[src/rtl/dqi_pkg.sv]
// shared constants, request codes and interface structs of the indexed deque
// no dependencies
package dqi_pkg;

    localparam int CAPACITY      = 1024;
    localparam int ELEMENT_WIDTH = 32;

    localparam int PTR_W = $clog2(CAPACITY);
    localparam int CNT_W = $clog2(CAPACITY + 1);

    // word field widths
    localparam int REQ_W = 3;
    localparam int POS_W = 10;
    localparam int VAL_W = 32;

    localparam int IN_FIELDS_W  = POS_W + VAL_W;
    localparam int IN_DATA_W    = ((IN_FIELDS_W + 7) / 8) * 8;
    localparam int OUT_FIELDS_W = VAL_W + 1 + CNT_W + 1;
    localparam int OUT_DATA_W   = ((OUT_FIELDS_W + 7) / 8) * 8;

    // output word bit positions
    localparam int OUT_OK_BIT    = VAL_W;
    localparam int OUT_CNT_LSB   = VAL_W + 1;
    localparam int OUT_EMPTY_BIT = VAL_W + 1 + CNT_W;

    typedef enum logic [REQ_W-1:0] {
        REQ_PUSH_L = 3'd0,
        REQ_PUSH_R = 3'd1,
        REQ_POP_L  = 3'd2,
        REQ_POP_R  = 3'd3,
        REQ_GET    = 3'd4,
        REQ_SET    = 3'd5,
        REQ_PEEK_L = 3'd6,
        REQ_PEEK_R = 3'd7
    } t_req;

    typedef struct packed {
        logic                     we;
        logic                     re;
        logic [PTR_W-1:0]         addr;
        logic [ELEMENT_WIDTH-1:0] wdata;
    } t_mem_req;

    typedef struct packed {
        logic             ok;
        logic             rd;
        logic [CNT_W-1:0] count;
        logic             empty;
    } t_rsp_meta;

endpackage

[src/rtl/dqi_ctrl.sv]
// end pointer and element count, request decode and slot address generation
// depends on dqi_pkg
module dqi_ctrl
    import dqi_pkg::*;
(
    input  logic             i_clk,
    input  logic             i_rst_n,
    input  logic             i_accept,
    input  t_req             i_req,
    input  logic [POS_W-1:0] i_position,
    input  logic [VAL_W-1:0] i_value,
    output t_mem_req         o_mem,
    output t_rsp_meta        o_meta
);

    logic [PTR_W-1:0] r_left, n_left;
    logic [CNT_W-1:0] r_count, n_count;

    logic             full, empty, pos_ok, done, wr, rd;
    logic [PTR_W-1:0] left_dec, left_inc, logical;
    logic [PTR_W:0]   slot_sum;
    logic [PTR_W-1:0] slot;

    assign full     = (r_count == CNT_W'(CAPACITY));
    assign empty    = (r_count == '0);
    assign pos_ok   = (CNT_W'(i_position) < r_count) && (POS_W <= CNT_W ||
                      i_position < POS_W'(CAPACITY));
    assign left_dec = (r_left == '0) ? PTR_W'(CAPACITY - 1) : r_left - 1'b1;
    assign left_inc = (r_left == PTR_W'(CAPACITY - 1)) ? '0 : r_left + 1'b1;

    // wrap left + logical index; both below capacity so one subtract suffices
    assign slot_sum = {1'b0, r_left} + {1'b0, logical};
    assign slot     = (slot_sum >= (PTR_W + 1)'(CAPACITY)) ?
                      PTR_W'(slot_sum - (PTR_W + 1)'(CAPACITY)) : PTR_W'(slot_sum);

    always_comb begin
        n_left  = r_left;
        n_count = r_count;
        logical = '0;
        done    = 1'b0;
        wr      = 1'b0;
        rd      = 1'b0;
        unique case (i_req)
            REQ_PUSH_L: begin
                done = !full;
                wr   = !full;
                if (!full) begin
                    n_left  = left_dec;
                    n_count = r_count + 1'b1;
                end
            end
            REQ_PUSH_R: begin
                done    = !full;
                wr      = !full;
                logical = PTR_W'(r_count);
                if (!full) begin
                    n_count = r_count + 1'b1;
                end
            end
            REQ_POP_L: begin
                done = !empty;
                if (!empty) begin
                    n_left  = left_inc;
                    n_count = r_count - 1'b1;
                end
            end
            REQ_POP_R: begin
                done = !empty;
                if (!empty) begin
                    n_count = r_count - 1'b1;
                end
            end
            REQ_GET: begin
                done    = pos_ok;
                rd      = pos_ok;
                logical = PTR_W'(i_position);
            end
            REQ_SET: begin
                done    = pos_ok;
                wr      = pos_ok;
                logical = PTR_W'(i_position);
            end
            REQ_PEEK_L: begin
                done = !empty;
                rd   = !empty;
            end
            REQ_PEEK_R: begin
                done    = !empty;
                rd      = !empty;
                logical = PTR_W'(r_count - 1'b1);
            end
            default: begin
                done = 1'b0;
            end
        endcase
    end

    always_ff @(posedge i_clk) begin
        if (!i_rst_n) begin
            r_left  <= '0;
            r_count <= '0;
        end else if (i_accept) begin
            r_left  <= n_left;
            r_count <= n_count;
        end
    end

    always_comb begin
        o_mem.we    = i_accept && wr;
        o_mem.re    = i_accept && rd;
        o_mem.addr  = (i_req == REQ_PUSH_L) ? left_dec : slot;
        o_mem.wdata = ELEMENT_WIDTH'(i_value);

        o_meta.ok    = done;
        o_meta.rd    = rd;
        o_meta.count = n_count;
        o_meta.empty = (n_count == '0);
    end

endmodule

[config.mk]
export PLATFORM = sky130hd
export DESIGN_NAME = dqi_ctrl
export DESIGN_NICKNAME = d
export VERILOG_FILES = /design/src/rtl/dqi_pkg.sv /design/src/rtl/dqi_ctrl.sv
export SDC_FILE = /design/constraint.sdc
export NUM_CORES = 1
export LEC_CHECK = 0
export BUFFER_PORTS_ARGS = -buffer_cell sky130_fd_sc_hd__buf_2
export CORE_MARGIN = 2
export CORE_UTILIZATION = 52
export CTS_CLUSTER_SIZE = 20
export DETAILED_ROUTE_END_ITERATION = 16
export GPL_ROUTABILITY_DRIVEN = 0
export MAX_ROUTING_LAYER = met4
export PLACE_DENSITY = 0.78
export SKIP_CTS_REPAIR_TIMING = 1
export SLEW_MARGIN = 10
export SYNTH_ARGS = -nofsm -noshare
export SYNTH_HDL_FRONTEND = slang
export SYNTH_SLANG_ARGS = --single-unit
export TNS_END_PERCENT = 1
[constraint.sdc]
create_clock -name i_clk -period 3.6 [get_ports i_clk]
set_input_delay 0 -clock i_clk [delete_from_list [all_inputs] [get_ports i_clk]]
set_output_delay 0 -clock i_clk [all_outputs]
set_load 0.02 [all_outputs]
==> results of run 1 <==
-- layer usage --
metal	global-route usage [%]	vias up	routed length [um]
met5	-	-	0
met1	37.6	1515	3980
met4	7.17	0	95
li1	-	1579	-
met3	3.15	11	754
met2	40.5	173	3880
-- final cells by class --
| cell class | instances | area, um^2 |
|---|---|---|
| clock buffer | 4 | 45.0 |
| fill | 579 | 2690 |
| inverter | 22 | 82.6 |
| multi-input combinational | 338 | 2280 |
| sequential | 21 | 420 |
| tap | 75 | 93.8 |
| timing repair buffer | 54 | 305 |
-- cell usage in the layout, fill, tap and decap left out, drive strengths merged, types with 4 or more instances in the layout --
cell	count
buf	54
nor2	45
nand2	33
o21ai	32
a21oi	24
ha	22
dfxtp	21
inv	20
nand3	17
xnor2	14
a31oi	14
mux2i	12
or3	11
xor2	9
a22o	8
nor3	7
nand4	7
or4	6
a21o	5
a22oi	5
o31ai	5
or2	4
nor4	4
a211oi	4
clkbuf	4
-- where the power goes --
group	switching, mW	leakage [nW]	internal, mW	total (mW)
Clock	0.0849	0.0228	0.0793	0.164
Sequential	0.0353	0.171	0.249	0.284
Combinational	0.406	1.24	0.259	0.665
Total	0.526	1.44	0.587	1.11
-- worst max-delay path by stage --
stage / start / to / cells after the start
after floorplan: r_count[1] / o_mem[41] / 14
after CTS: r_count[0] / o_mem[41] / 14
final: r_count[1] / o_meta[0] / 10
after detailed placement: r_count[0] / o_mem[41] / 14
after global placement: r_count[0] / o_mem[41] / 14
after global routing: r_count[0] / o_mem[40] / 16
-- state kept, by name (all words and copies together) (netlist names) --
name and cells:
r_left 10, r_count 11
-- worst reg2reg max path, delay by kind of cell (launching register included) --
family,cells,cell delay (ps)
AND/OR/NAND/NOR,3,1660
AO/OA/AOI/OAI,4,610
adder cells (fa/ha/maj),1,210
flip-flops,1,410
buffers and inverters,1,120
-- cells by family after synthesis --
| group | Yosys count |
|---|---|
| adder cells (fa/ha/maj) | 23 |
| AND/OR/NAND/NOR | 154 |
| AO/OA/AOI/OAI | 125 |
| buffers and inverters | 89 |
| flip-flops | 21 |
| multiplexers | 13 |
| XOR/XNOR | 23 |
==> results_dict.tcl, run 1 <==
set metrics [dict create \
    status "finished clean" \
    hold_depth 0 \
    cts_sinks 21 \
    cts_buffers 3 \
    die_width_um 82.1 \
    synth_top_family_by_area "compound AO/OA/AOI/OAI gates" \
    core_mm2 0.00592 \
    path_clk_slew_ps 80 \
    slowest_delay_ps 530 \
    dp_slack_ps 273 \
    start_util_pct 53.6 \
    critical_path.slowest_cell "or4b_4" \
    power_leakage_nw 1.44 \
    place_area_mm2 0.00317 \
    drc 0 \
    worst-path-max-fanout 7 \
    grt_pass1_vias 2821 \
    grt_util_all_layers_pct 26.7 \
    cp-end-kind "primary output" \
    synthXorXnorAreaFrac_pct 6.35 \
    dieArea_mm2 0.00674 \
    yosys_warnings 0 \
    cts_htree_levels 1 \
    synthDistinctLibCells 62 \
    num_vias 3278 \
    yosys.area_share.simple_pct 24.7 \
    hold_class "in -> out" \
    rrSetupSlack_ps 520 \
    path_buf_inv 2 \
    muxShareOfSynthArea_pct 4.14 \
    finalClockSkew_ps 4.79 \
    rows 28 \
    fin_nets 511 \
    period_needed_ps 3470 \
    final_antenna_net_count 0 \
    synth.top_cells.by_area "dfxtp_1, ha_1, buf_4" \
    fin_util_pct 54.6 \
    crit_arrival_ps 3470 \
    wire_per_inst_um 16.9 \
    crit_family "simple AND/OR/NAND/NOR gates" \
    syn_area_per_cell_um2 7.08 \
    clk_latency_ps 270 \
    r2r-end "r_left[7]" \
    synth_compound_area_share_pct 26.9 \
    power-per-cell-area_mw_per_mm2 345 \
    crit_path_start_kind "flip-flop" \
    setup_tns_ps 0 \
    areaGrowthSynthToFinish_pct 1.81 \
    clock_tree.buffer_depth 2 \
    worstSetupPathType "reg -> out" \
    cp.required_ps 3600 \
    rsz0062_at_grt "no" \
    ios 106 \
    clock-root-buffer "clkbuf_8" \
    portBuffers 41 \
    routed_wl_um 8700 \
    synth_top_area_cell "dfxtp_1" \
    synth-main-ff-cell "dfxtp_1" \
    syn_inst 448 \
    hold_slack_ps 0.00561 \
    grt_overflow_total 0 \
    period_share_pct 96.3 \
    power_mw 1.11 \
    slew_violations 0 \
    final_cell_area_mm2 0.00323 \
    die_y_um 82.1 \
    diodes 0 \
    vias_per_cell 6.38 \
    grt_max_degree 22 \
    setup_ws_ps 134 \
    grt_pass1_wl_um 13800 \
    finalSetupViolCount 0 \
    fin_cells 514 \
    synth_edf_count 0 \
    yosysTopAreaCellShare_pct 13.2 \
    rr_worst_depth 9 \
    drive_gt1_share_pct 16.9 \
    ys_seq_area_share_pct 13.2 \
    first_pass_iters 4 \
    min_from "i_value[4]" \
    synth_fa_ha_area_share_pct 9.31 \
    max_freq_mhz 288 \
    synth_async_sr_flop_share_pct 0 \
    hold_violations 0 \
    cp_cell_sequence "inv_1 -> ha_1 -> or4b_4 -> nor4_1 -> a21oi_1 -> xnor2_1 -> a211o_1 -> or4_1 -> nor4b_2 -> buf_2" \
    worst_pin_slew_ps 1080 \
    ys_seq_elements 21 \
    drv_cap 0 \
    dpl.hpwl_um 6670 \
    yosysMostFrequentCell "nor2_1" \
    worstHoldEndpoint "o_mem[4]" \
    regToRegStartpoint "r_left[1]" \
    synth_common_cells "nor2_1, buf_4, nand2_1, o21ai_0, clkbuf_1" \
    initialDrtViolationCount 349 \
    peakVddDrop_mv 0.176 \
    antenna_found_initial 0 \
    synth_nets 519 \
    synth_area_mm2 0.00317 \
    slew-limit-headroom_pct 27.6 \
    dpl.cell_count 510 \
    cts_tree "done" \
]
No activity file was read; power rests on OpenSTA's default activity.
==> inputs of run 2 (changes only) <==
- REMOVE_ABC_BUFFERS: unset -> 1
==> results_dict.tcl, run 2 (synthesized netlist as in run 1, its figures left out) <==
set metrics [dict create \
    rsz0062_at_grt "no" \
    slew-limit-headroom_pct 36.6 \
    wire_per_inst_um 18.8 \
    diodes 0 \
    cts_buffers 3 \
    path_buf_inv 2 \
    final_antenna_net_count 0 \
    grtUsageMet1_pct 37.3 \
    power_mw 1.11 \
    worstSetupPathType "reg -> out" \
    status "finished clean" \
    cts_htree_levels 1 \
    grtUsageMet3_pct 12.2 \
    fin_util_pct 54.3 \
    cpMostUsedCell "buf_4" \
    worst-path-max-fanout 8 \
    hold_slack_ps 0.154 \
    peakVddDrop_mv 0.256 \
    grt_util_all_layers_pct 30.0 \
    areaGrowthSynthToFinish_pct 1.34 \
    core_mm2 0.00592 \
    max_freq_mhz 291 \
    slowest_delay_ps 520 \
    clock_tree.buffer_depth 2 \
    cp_num_cells 14 \
    fin_nets 510 \
    final_cell_area_mm2 0.00322 \
    critical_path.slowest_cell "or4_1" \
    power-per-cell-area_mw_per_mm2 345 \
    clock-root-buffer "clkbuf_8" \
    cp_cell_sequence "buf_4 -> or3_1 -> nor3_1 -> o21ai_0 -> nand2_1 -> o31ai_1 -> a22o_1 -> ha_1 -> or4_1 -> o311ai_1 -> o21ai_1 -> xnor2_1 -> mux2i_1 -> buf_4" \
    reg_top3 "r_count x11, r_left x10" \
    drv_cap 0 \
    routed_wl_um 9630 \
    crit_family "simple AND/OR/NAND/NOR gates" \
    path_clk_slew_ps 80 \
    cp-end-kind "primary output" \
    grt_overflow_total 0 \
    cp.required_ps 3600 \
    dpl.hpwl_um 7350 \
    period_share_pct 95.5 \
    drive_gt1_share_pct 16.7 \
    final_common_cell "nor2_1" \
    finalClockSkew_ps 7.41 \
    r2r-end "r_left[7]" \
    worst_pin_slew_ps 948 \
    cts_tree "done" \
    antenna_found_initial 0 \
    cts_sinks 21 \
    clk_latency_ps 270 \
    top_usage_layer "met2" \
    layout_common_cells "nor2_1, buf_2, nand2_1" \
    portBuffers 41 \
    start_util_pct 53.6 \
    regToRegStartpoint "r_left[0]" \
    initialDrtViolationCount 286 \
    finalSetupViolCount 0 \
    largest_register "r_count" \
    largest_reg_flops 11 \
    slew_violations 0 \
    die_y_um 82.1 \
    endpoint "o_mem[41]" \
    rows 28 \
    die_width_um 82.1 \
    critPathLaunch "r_count[1]" \
    crit_arrival_ps 3440 \
    first_pass_iters 5 \
    vias_per_cell 6.37 \
    crit_path_start_kind "flip-flop" \
    rr_worst_depth 9 \
    hold_class "in -> out" \
    drc 0 \
    grt_pass1_vias 2919 \
    grt_pass1_wl_um 15300 \
    power_leakage_nw 1.44 \
    hold_violations 0 \
    period_needed_ps 3440 \
    dieArea_mm2 0.00674 \
    ios 106 \
    grtUsageMet2_pct 47.6 \
    place_area_mm2 0.00316 \
    num-fill-cells 592 \
    grt_max_degree 22 \
    rrSetupSlack_ps 550 \
    num_vias 3267 \
]
## run 2: cell count changes in the layout (fill, tap and decap cells not counted), sizes merged
cell | before | now
buf | 54 | 53
## run 2: power breakdown
part | switching (mW) | internal, mW | total, mW | leakage, nW
logic | 0.393 | 0.262 | 0.655 | 1.24
clock network | 0.0868 | 0.0791 | 0.166 | 0.0228
registers | 0.0386 | 0.250 | 0.288 | 0.172
## run 2: worst min-delay path by stage
| stage | from | end | slack [ps] | cells after the start |
|---|---|---|---|---|
| after floorplan | i_value[0] | o_mem[0] | 0 | 0 |
| after global placement | i_value[2] | o_mem[2] | 0.3 | 0 |
| after detailed placement | i_value[2] | o_mem[2] | 0.3 | 0 |
| after CTS | i_value[2] | o_mem[2] | 0.3 | 0 |
| after global routing | i_value[21] | o_mem[21] | 0.2 | 0 |
| final | i_value[2] | o_mem[2] | 0.2 | 0 |
## run 2: layer usage
metal	routed length (um)	part of all wire, %
met1	3980	41
met2	4390	46
met3	1150	12
met4	112	1.2
met5	0	0
## run 2: area by class of cell
class	count	area [um^2]	area share, %
Clock buffer	4	45.0	1.40
Inverter	22	82.6	2.57
Multi-Input combinational cell	338	2270	70.7
Sequential cell	21	422	13.1
Tap cell	75	93.8	2.92
Timing Repair Buffer	53	300	9.34
## run 2: metrics by stage
step                      setup TNS, ps  setup WS, ps  instances
after floorplan                       0           273        381
after global placement                0           268        509
after detailed placement              0           221        509
after CTS                         -82.9         -82.9        513
after global routing                  0          14.8        513
final                                 0           163        513
## run 2: worst reg2reg max path, stage by stage, from the launching register on
cell and delay [ps]:
dfxtp_1 430, inv_1 100, ha_1 190, or3b_2 520
or4_1 530, or4_1 630, a31oi_1 200, a21oi_1 50
o21ai_0 200, o211a_1 170
==> inputs of run 3 (changes only) <==
- CELL_PAD_IN_SITES_DETAIL_PLACEMENT: unset -> 1
- CELL_PAD_IN_SITES_GLOBAL_PLACEMENT: unset -> 1
- CORE_UTILIZATION: 52 -> 36
- SLEW_MARGIN: 10 -> unset
==> results_dict.tcl, run 3 (synthesized netlist as in run 1, its figures left out) <==
set metrics [dict create \
    status "finished clean" \
    fin_cells 548 \
    diodes 0 \
    clk_latency_ps 270 \
    hold_depth 0 \
    power-per-cell-area_mw_per_mm2 345 \
    ios 106 \
    fin_nets 512 \
    grt_overflow_total 0 \
    cts_sinks 21 \
    rr_worst_depth 9 \
    critical_path.slowest_cell "or4b_4" \
    power_leakage_nw 1.45 \
    clock_tree.buffer_depth 2 \
    slowest_delay_ps 540 \
    num_vias 3344 \
    max_freq_mhz 293 \
    routed_wl_um 11100 \
    cts_tree "done" \
    rsz0062_at_grt "yes" \
    layout_common_cells "nor2_1, buf_2, nand2_1" \
    dpl.cell_count 544 \
    path_clk_slew_ps 80 \
    grt_util_all_layers_pct 23.2 \
    cts_buffers 3 \
    drc 0 \
    peakVddDrop_mv 0.189 \
    final_common_cell "nor2_1" \
    reg_top3 "r_count x11, r_left x10" \
    wire_per_inst_um 20.2 \
    start_util_pct 36.7 \
    period_needed_ps 3420 \
    clock-root-buffer "clkbuf_8" \
    rows 34 \
    hold_class "in -> out" \
    dieArea_mm2 0.00958 \
    place_area_mm2 0.00321 \
    crit_arrival_ps 3420 \
    final_cell_area_mm2 0.00330 \
    min_from "i_value[15]" \
    die_y_um 97.9 \
    r2r-end "r_left[7]" \
    initialDrtViolationCount 129 \
    vias_per_cell 6.10 \
    antenna_found_initial 0 \
    period_share_pct 95.0 \
    cp-end-kind "primary output" \
    largest_register "r_count" \
    drive_gt1_share_pct 18.0 \
    cpMostUsedCell "a22o_1" \
    cp.required_ps 3600 \
    finalSetupViolCount 0 \
    dpl.hpwl_um 8650 \
    regToRegStartpoint "r_left[1]" \
    cp_cell_sequence "inv_2 -> ha_1 -> or4b_4 -> nor2_4 -> o21ai_0 -> a22o_1 -> a22o_1 -> ha_2 -> or4_1 -> o311ai_2 -> xnor2_1 -> nor2_1 -> a31oi_1 -> buf_4" \
    largest_reg_flops 11 \
    worst_pin_slew_ps 991 \
    core_mm2 0.00864 \
    slew_violations 0 \
    first_pass_iters 4 \
    crit_path_start_kind "flip-flop" \
    worst-path-max-fanout 8 \
    final_antenna_net_count 0 \
    portBuffers 41 \
    slew-limit-headroom_pct 33.7 \
    rrSetupSlack_ps 480 \
    grt_max_degree 22 \
    areaGrowthSynthToFinish_pct 3.94 \
    die_width_um 97.9 \
    grt_pass1_vias 3246 \
    worstHoldEndpoint "o_mem[15]" \
    hold_violations 0 \
    worstSetupPathType "reg -> out" \
    cts_htree_levels 1 \
    drv_cap 0 \
    grt_pass1_wl_um 17600 \
    finalClockSkew_ps 6.04 \
]
[run 3: area by class of cell]
cell class                 count  area, um^2
fill                        1106        5340
multi-input combinational    338        2300
sequential                    21         424
timing repair buffer          55         313
tap                          108         135
inverter                      22        82.6
clock buffer                   4        45.0
[run 3: worst max-delay path, delay by kind of cell (launching register included)]
family / cells / cell delay (ps)
and+or+nand+nor: 4 / 1220
AOI/OAI and AO/OA: 5 / 760
buffers and inverters: 2 / 240
DFF: 1 / 380
xor gates and xnor gates: 1 / 190
adders and majority gates: 2 / 360
[run 3: how the worst max path moves through the flow]
stage | from | endpoint | depth (start not counted)
after detailed placement | r_count[0] | o_mem[41] | 14
final | r_count[0] | o_mem[39] | 14
after global routing | r_count[0] | o_mem[39] | 14
after floorplan | r_count[1] | o_mem[41] | 13
after CTS | r_count[0] | o_mem[41] | 14
after global placement | r_count[0] | o_mem[41] | 14
[run 3: per-layer routing]
layer | share of wire [%] | vias up | global-route usage (%)
met5 | 0 | - | -
met4 | 0.21 | 0 | 1.39
met3 | 9.1 | 2 | 8.30
met2 | 48 | 145 | 37.8
met1 | 43 | 1619 | 29.0
li1 | - | 1578 | -
[run 3: metrics by stage]
| stage | hold slack [ps] | power (mW) | util [%] | setup slack [ps] | setup TNS, ps |
|---|---|---|---|---|---|
| 2_1_floorplan | 0 | 0.735 | - | 273 | 0 |
| 3_3_place_gp | 0.149 | 0.935 | 37.2 | 268 | 0 |
| 3_5_place_dp | 0.149 | 0.958 | 37.2 | 191 | 0 |
| 4_1_cts | 0.149 | 1.13 | 37.7 | -122 | -182 |
| 5_1_grt | 0.118 | 1.22 | 38.2 | -14.4 | -19.1 |
| 6_report | 0.170 | 1.14 | 38.2 | 182 | 0 |
[run 3: report_power, final]
part,switching (mW),internal (mW),total (mW)
logic,0.417,0.265,0.682
registers,0.0392,0.250,0.289
clock network,0.0895,0.0792,0.169
total,0.546,0.594,1.14
